$ cat config.mk
export PLATFORM = sky130hd
export DESIGN_NAME = neb_job_queue
export DESIGN_NICKNAME = d
export VERILOG_FILES = /design/src/neb_pkg.sv /design/src/neb_job_queue.sv
export SDC_FILE = /design/constraint.sdc
export NUM_CORES = 1
export LEC_CHECK = 0
export BUFFER_PORTS_ARGS = -buffer_cell sky130_fd_sc_hd__clkbuf_2
export CAP_MARGIN = 20
export CORE_UTILIZATION = 40
export DETAILED_ROUTE_END_ITERATION = 12
export GPL_TIMING_DRIVEN = 0
export SYNTH_ARGS = -nofsm -noshare
export SYNTH_HDL_FRONTEND = slang
export SYNTH_SLANG_ARGS = --single-unit
$ cat constraint.sdc
create_clock -name clk -period 12.73 [get_ports clk]
set_clock_uncertainty 0.15 [all_clocks]
set_input_delay 1.273 -clock clk [delete_from_list [all_inputs] [get_ports clk]]
set_output_delay 1.273 -clock clk [all_outputs]
set_load 0.01 [all_outputs]
$ cat src/neb_pkg.sv
package neb_pkg;

  localparam int MAX_WIDTH  = 1024;
  localparam int COL_W      = $clog2(MAX_WIDTH);
  localparam int WIDTH_W    = COL_W + 1;
  localparam int DEPTH_BITS = 16;
  localparam int PIX_W      = 24 + DEPTH_BITS;
  localparam int WEIGHT_W   = 17;
  localparam int GAIN_W     = 16;
  localparam int BETA_W     = 32;
  localparam int EXP_W      = 17;
  localparam int EXP_INT_LIMIT = 12;
  localparam logic [15:0] INV_SQRT2_Q16 = 16'd46341;

  // Register indexes on the configuration port.
  localparam logic [2:0] REG_SMOOTH_MODE = 3'd0;
  localparam logic [2:0] REG_IMAGE_WIDTH = 3'd1;
  localparam logic [2:0] REG_COLOR_BETA  = 3'd2;
  localparam logic [2:0] REG_DEPTH_BETA  = 3'd3;
  localparam logic [2:0] REG_SMOOTH_GAIN = 3'd4;

  // Smoothing modes.
  localparam logic [1:0] MODE_COLOR = 2'd0;
  localparam logic [1:0] MODE_DEPTH = 2'd1;
  localparam logic [1:0] MODE_BOTH  = 2'd2;

  // Edge order inside a job and a result.
  localparam int EDGE_LEFT    = 0;
  localparam int EDGE_UPLEFT  = 1;
  localparam int EDGE_UP      = 2;
  localparam int EDGE_UPRIGHT = 3;

  typedef logic [PIX_W-1:0] pixel_t;

  typedef struct packed {
    logic [1:0]         smooth_mode;
    logic [WIDTH_W-1:0] image_width;
    logic [BETA_W-1:0]  color_beta;
    logic [BETA_W-1:0]  depth_beta;
    logic [GAIN_W-1:0]  smooth_gain;
  } cfg_t;

  // One classified pixel: the pixel itself, its four neighbors and which exist.
  typedef struct packed {
    pixel_t       cur;
    pixel_t [3:0] nb;
    logic   [3:0] present;
    logic         dvalid;
  } job_t;

  // exp(-k/32) in Q16.
  function automatic logic [EXP_W-1:0] expf_lut(input logic [4:0] k);
    logic [EXP_W-1:0] v;
    unique case (k)
      5'd0:  v = 17'd65536; 5'd1:  v = 17'd63520; 5'd2:  v = 17'd61565;
      5'd3:  v = 17'd59671; 5'd4:  v = 17'd57835; 5'd5:  v = 17'd56056;
      5'd6:  v = 17'd54331; 5'd7:  v = 17'd52660; 5'd8:  v = 17'd51039;
      5'd9:  v = 17'd49469; 5'd10: v = 17'd47947; 5'd11: v = 17'd46472;
      5'd12: v = 17'd45042; 5'd13: v = 17'd43656; 5'd14: v = 17'd42313;
      5'd15: v = 17'd41011; 5'd16: v = 17'd39750; 5'd17: v = 17'd38527;
      5'd18: v = 17'd37341; 5'd19: v = 17'd36192; 5'd20: v = 17'd35079;
      5'd21: v = 17'd34000; 5'd22: v = 17'd32954; 5'd23: v = 17'd31940;
      5'd24: v = 17'd30957; 5'd25: v = 17'd30005; 5'd26: v = 17'd29081;
      5'd27: v = 17'd28187; 5'd28: v = 17'd27319; 5'd29: v = 17'd26479;
      5'd30: v = 17'd25664; 5'd31: v = 17'd24875;
      default: v = '0;
    endcase
    return v;
  endfunction

  // exp(-i) in Q16 for i below EXP_INT_LIMIT.
  function automatic logic [EXP_W-1:0] expi_lut(input logic [3:0] i);
    logic [EXP_W-1:0] v;
    unique case (i)
      4'd0:  v = 17'd65536; 4'd1: v = 17'd24109; 4'd2:  v = 17'd8869;
      4'd3:  v = 17'd3263;  4'd4: v = 17'd1200;  4'd5:  v = 17'd442;
      4'd6:  v = 17'd162;   4'd7: v = 17'd60;    4'd8:  v = 17'd22;
      4'd9:  v = 17'd8;     4'd10: v = 17'd3;    4'd11: v = 17'd1;
      default: v = '0;
    endcase
    return v;
  endfunction

endpackage

$ cat src/neb_job_queue.sv
module neb_job_queue (
  input  logic          clk,
  input  logic          rst_n,
  input  logic          push,
  input  neb_pkg::job_t push_job,
  output logic          full,
  input  logic          pop,
  output neb_pkg::job_t pop_job,
  output logic          empty,
  output logic [1:0]    count
);
  import neb_pkg::*;

  job_t       slot_r [2];
  logic       wptr_r;
  logic       rptr_r;
  logic [1:0] cnt_r;
  logic       do_push;
  logic       do_pop;

  assign full    = cnt_r == 2'd2;
  assign empty   = cnt_r == 2'd0;
  assign count   = cnt_r;
  assign pop_job = slot_r[rptr_r];
  assign do_push = push && !full;
  assign do_pop  = pop && !empty;

  always_ff @(posedge clk) begin
    if (do_push) begin
      slot_r[wptr_r] <= push_job;
    end
  end

  always_ff @(posedge clk) begin
    if (!rst_n) begin
      wptr_r <= 1'b0;
      rptr_r <= 1'b0;
      cnt_r  <= '0;
    end else begin
      if (do_push) begin
        wptr_r <= !wptr_r;
      end
      if (do_pop) begin
        rptr_r <= !rptr_r;
      end
      cnt_r <= cnt_r + 2'(do_push) - 2'(do_pop);
    end
  end

endmodule

**Word-level counts from Yosys, hierarchy flattened**

Memories as Yosys holds them, arrays and structs flattened. A register that Yosys moved wholly into a read port is not among the register bits.
Index checks and enable logic that the tools add are counted.

- Add/sub/neg operators: 2
- Eq/ne operators: 1
- Multiplexer cells: 4
- Reduce and logical (&&, ||, !) cells: 7

Operators by type and width:

| kind | count |
|---|---|
| $logic_not 1->1 | 4 |
| $mux 1 | 4 |
| $add 2x1->2 | 1 |
| $eq 2x2->1 const B | 1 |
| $logic_and 1x1->1 | 2 |
| $logic_not 2->1 | 1 |
| $sub 2x1->2 | 1 |

- Bits in registers: 4
- RAM bits: 410
- Input port bits: 209
- Output and inout port bits: 209
- Word-level logic and storage cells: 18
- Memories: 1

Memories:

| memory | words | width | read ports | clocked after Yosys merged registers in | wr ports | RTL line | text |
|---|---|---|---|---|---|---|---|
| slot_r | 2 | 205 | 1 | 1 | 1 | neb_job_queue.sv:14 | `job_t slot_r [2];` |

**Depth between registers and ports, before layout**

- Word-level depth: 5
- Mapped depth: 8
- Gate-level depth less buffers: 8

**Worst setup path after synthesis**

Ideal clock, no wire load.

- Kind: in2reg
- Start: in push
- End: mem slot_r[0][0] (netlist bit) (enable)
- Setup time: 773 ps
- Arrival time: 9865 ps
- Data required time: 11807 ps
- Setup slack: 1941 ps
- Stages: 2
- Path buffers: 0
- Cells stage by stage: nand2_1 > nor2_1

- Word-level cells in the longest chain between the ends: 3

RTL lines:

| item | RTL line | text |
|---|---|---|
| start, declared | neb_job_queue.sv:4 | `input logic push,` |
| $logic_and 1x1->1 | neb_job_queue.sv:25 | `assign do_push = push && !full;` |
| $mux 1 | neb_job_queue.sv:29 | `if (do_push) begin` |
| $mux 1 (implied by the code) | neb_job_queue.sv:30 | `slot_r[wptr_r] <= push_job;` |
| end, declared | neb_job_queue.sv:14 |  |

No other way between the ends.

==> metrics <==
final worst setup slack 9410 ps; PwrDens ~210 mW/mm^2; WL/cell around 19 um; num ports between 400 and 500; Core Rows 72; Worst Hold Class reg -> reg; CTS Root Cell clkbuf_16; DR top layer met5; Synth Area in Compound Gates 0.000480; post-synthesis sequential area ratio 0.793; share of post-route cells with drive strength above 1 0.608; Worst-Margin Slew approximately 930 ps; Met1 Wirelength 11800 um; final hold viol count 0; metal3 WL about 2800 um; Vias/cell around 4.6; run status completed; worst slack at placement ~9000 ps; largest net degree at the start of global routing 62; fin crit period 3320 ps; Buf/Inv on CP 4; Post-DRT Antenna Nets 0; cells along the critical path buf_6, buf_6, buf_6, mux2_4, clkbuf_2; postcts setup bufs 0; hpwl dp approximately 22000 um; smallest hold slack around 380 ps; Ys Warns 0; LEAKAGE approximately 7.8 nW; commonest cells in the netlist 410 x edfxtp_1, 150 x mux2_4, 55 x mux2_2; CTS tree done; MaxCap Viol Count 0; Worst-path clk slew approximately 60 ps; Worst IR Drop VDD 133 uV; Skew-Pair Late Insertion Delay ~540 ps; Distinct cells, synth 18; placed cells 1610; die width ~200 um; Crit Path Category reg -> out; met2 wire length 15700 um; largest family of logic cells by synthesized area multiplexers; top cell type's share of synthesized area 0.787; Via Count about 7800; GRT Residual Overflow 0; Area Growth Syn to Fin 27.2%; RePlAce Congestion just over 0.7; RR Startpoint count[0]; antenna violations before repair 8; WP data required around 11000 ps; drt first pass iters 4; Syn Nets ~900; post-synthesis xor/xnor area fraction 0.00112; GRT Overall Usage 0.153; cell family with most CP delay buffers and inverters; CP Max Fanout 10; achievable frequency between 300 and 400 MHz; fin nets 1349; IO Port Bufs 417; # DRC 0; Slew HR 0.376; Critical Path AT ~1900 ps; most used cell, CP buf_6; final wirelength around 31000 um; adder-cell share of the synthesized area 0.00160; Setup violations, final 0; Main synth FF type edfxtp_1; RSZ-0062 raised after global routing false; Iter 0 DRT Violations between 200 and 300; post-synthesis mux area share 0.184; Non-Filler Instances about 1700; fin crit share 0.261; Final Util 0.515; most numerous cell in the Yosys netlist edfxtp_1; dominant cells by area after synthesis edfxtp_1 79%, mux2_4 14%, mux2_2 4.0%; htree depth 2; Worst path slowest cell mux2_4; post-synthesis sequential element count around 420; DIE AREA 0.0399 sq mm; Mapped Area between 0.015 and 0.02 sq mm; Worst setup SP type register; fin. max-slew vios 0; Synth area leader edfxtp_1; FILL cells ~3200; Worst setup EP type output pin; Bufs on Longest Clock Path 3; simple-gate share of the synthesized area 0.00400; cts repair resizes 0; core footprint roughly 0.039 sq mm; hold path start rptr_r; hold buffer count at cts 0; vias in the first global route slightly below 8000; Post-synth EDFFs 410; asr flop ratio synth 0; Sink Count just over 400; chip height between 150 and 200 um; Initial Util 0.405; delay of the slowest critical-path stage 330 ps; first-pass GRT wire length between 40000 and 50000 um; post-synthesis cell count 665; Mean Syn Cell Area 23.5 sq um; number of buffers created by CTS between 40 and 50
-- power by group --
group | switching, mW | internal [mW]
clock | 0.489 | 0.643
sequential | 0.0483 | 1.76
combinational | 0.613 | 0.606
total | 1.15 | 3.01
-- per-layer routing --
layer | vias to the layer above | track usage
li1 | 3613 | -
met5 | - | 0
met2 | 279 | 0.256
met3 | 70 | 0.0628
met1 | 3807 | 0.171
met4 | 8 | 0.0639
-- cell families (layout without fill, tap and decap cells) --
family | Yosys count | in the layout
compound gates | 1 | 1
xor+xnor | 2 | 2
fa+ha+maj | 2 | 2
buf+inv | 26 | 531
flops | 415 | 415
mux | 206 | 206
other cells | 0 | 4
simple gates | 13 | 13
-- final cells by class --
class | count | area [sq um] | share of cell area
Antenna cell | 4 | 10.0 | 0.000503
Clock inverter | 24 | 109 | 0.00547
Clock buffer | 54 | 1160 | 0.0583
Multi-Input combinational cell | 224 | 3010 | 0.151
Sequential cell | 415 | 12400 | 0.624
Timing Repair Buffer | 427 | 2320 | 0.116
Tap cell | 518 | 648 | 0.0326
Buffer | 23 | 228 | 0.0114
Inverter | 3 | 11.3 | 0.000566
-- registers in the layout, indices dropped and copies added (netlist names), named ones only --
signal,flops
count,2
rptr_r,1
slot_r,410
wptr_r,1
-- path summary, 6_finish.rpt --
| check | endpoint | slack, ps | cells after the start |
|---|---|---|---|
| worst min register to register | register | 380 | 2 |
| worst min-delay path | register | 380 | 2 |
| worst max-delay path | pop_job[66] | 9410 | 5 |
| worst max register to register | slot_r[0][193] | 9990 | 6 |
-- tightest hold or removal path: stages (launching register included) --
cell and delay (ps):
dfxtp_1 330, xnor2_1 90, nor2_1 80
-- placed cells by master, fill, tap and decap left out, types with 3 or more instances in the layout --
master,count
buf_12,6
buf_16,4
buf_2,5
buf_6,18
clkbuf_1,9
clkbuf_16,45
clkbuf_2,417
clkinv_1,15
clkinv_2,7
dfxtp_1,5
diode_2,4
edfxtp_1,410
inv_1,3
mux2_2,55
mux2_4,150
nor2_1,4
-- metrics by stage --
step	power, mW	TNS [ps]	area (sq um)
6_report	4.16	0	19900
5_1_grt	4.37	0	19900
4_1_cts	4.24	0	19900
3_5_place_dp	3.09	0	18600
3_3_place_gp	3.15	-772420	18400
2_1_floorplan	2.67	0	15600
Power figures use the tool's default switching activity.
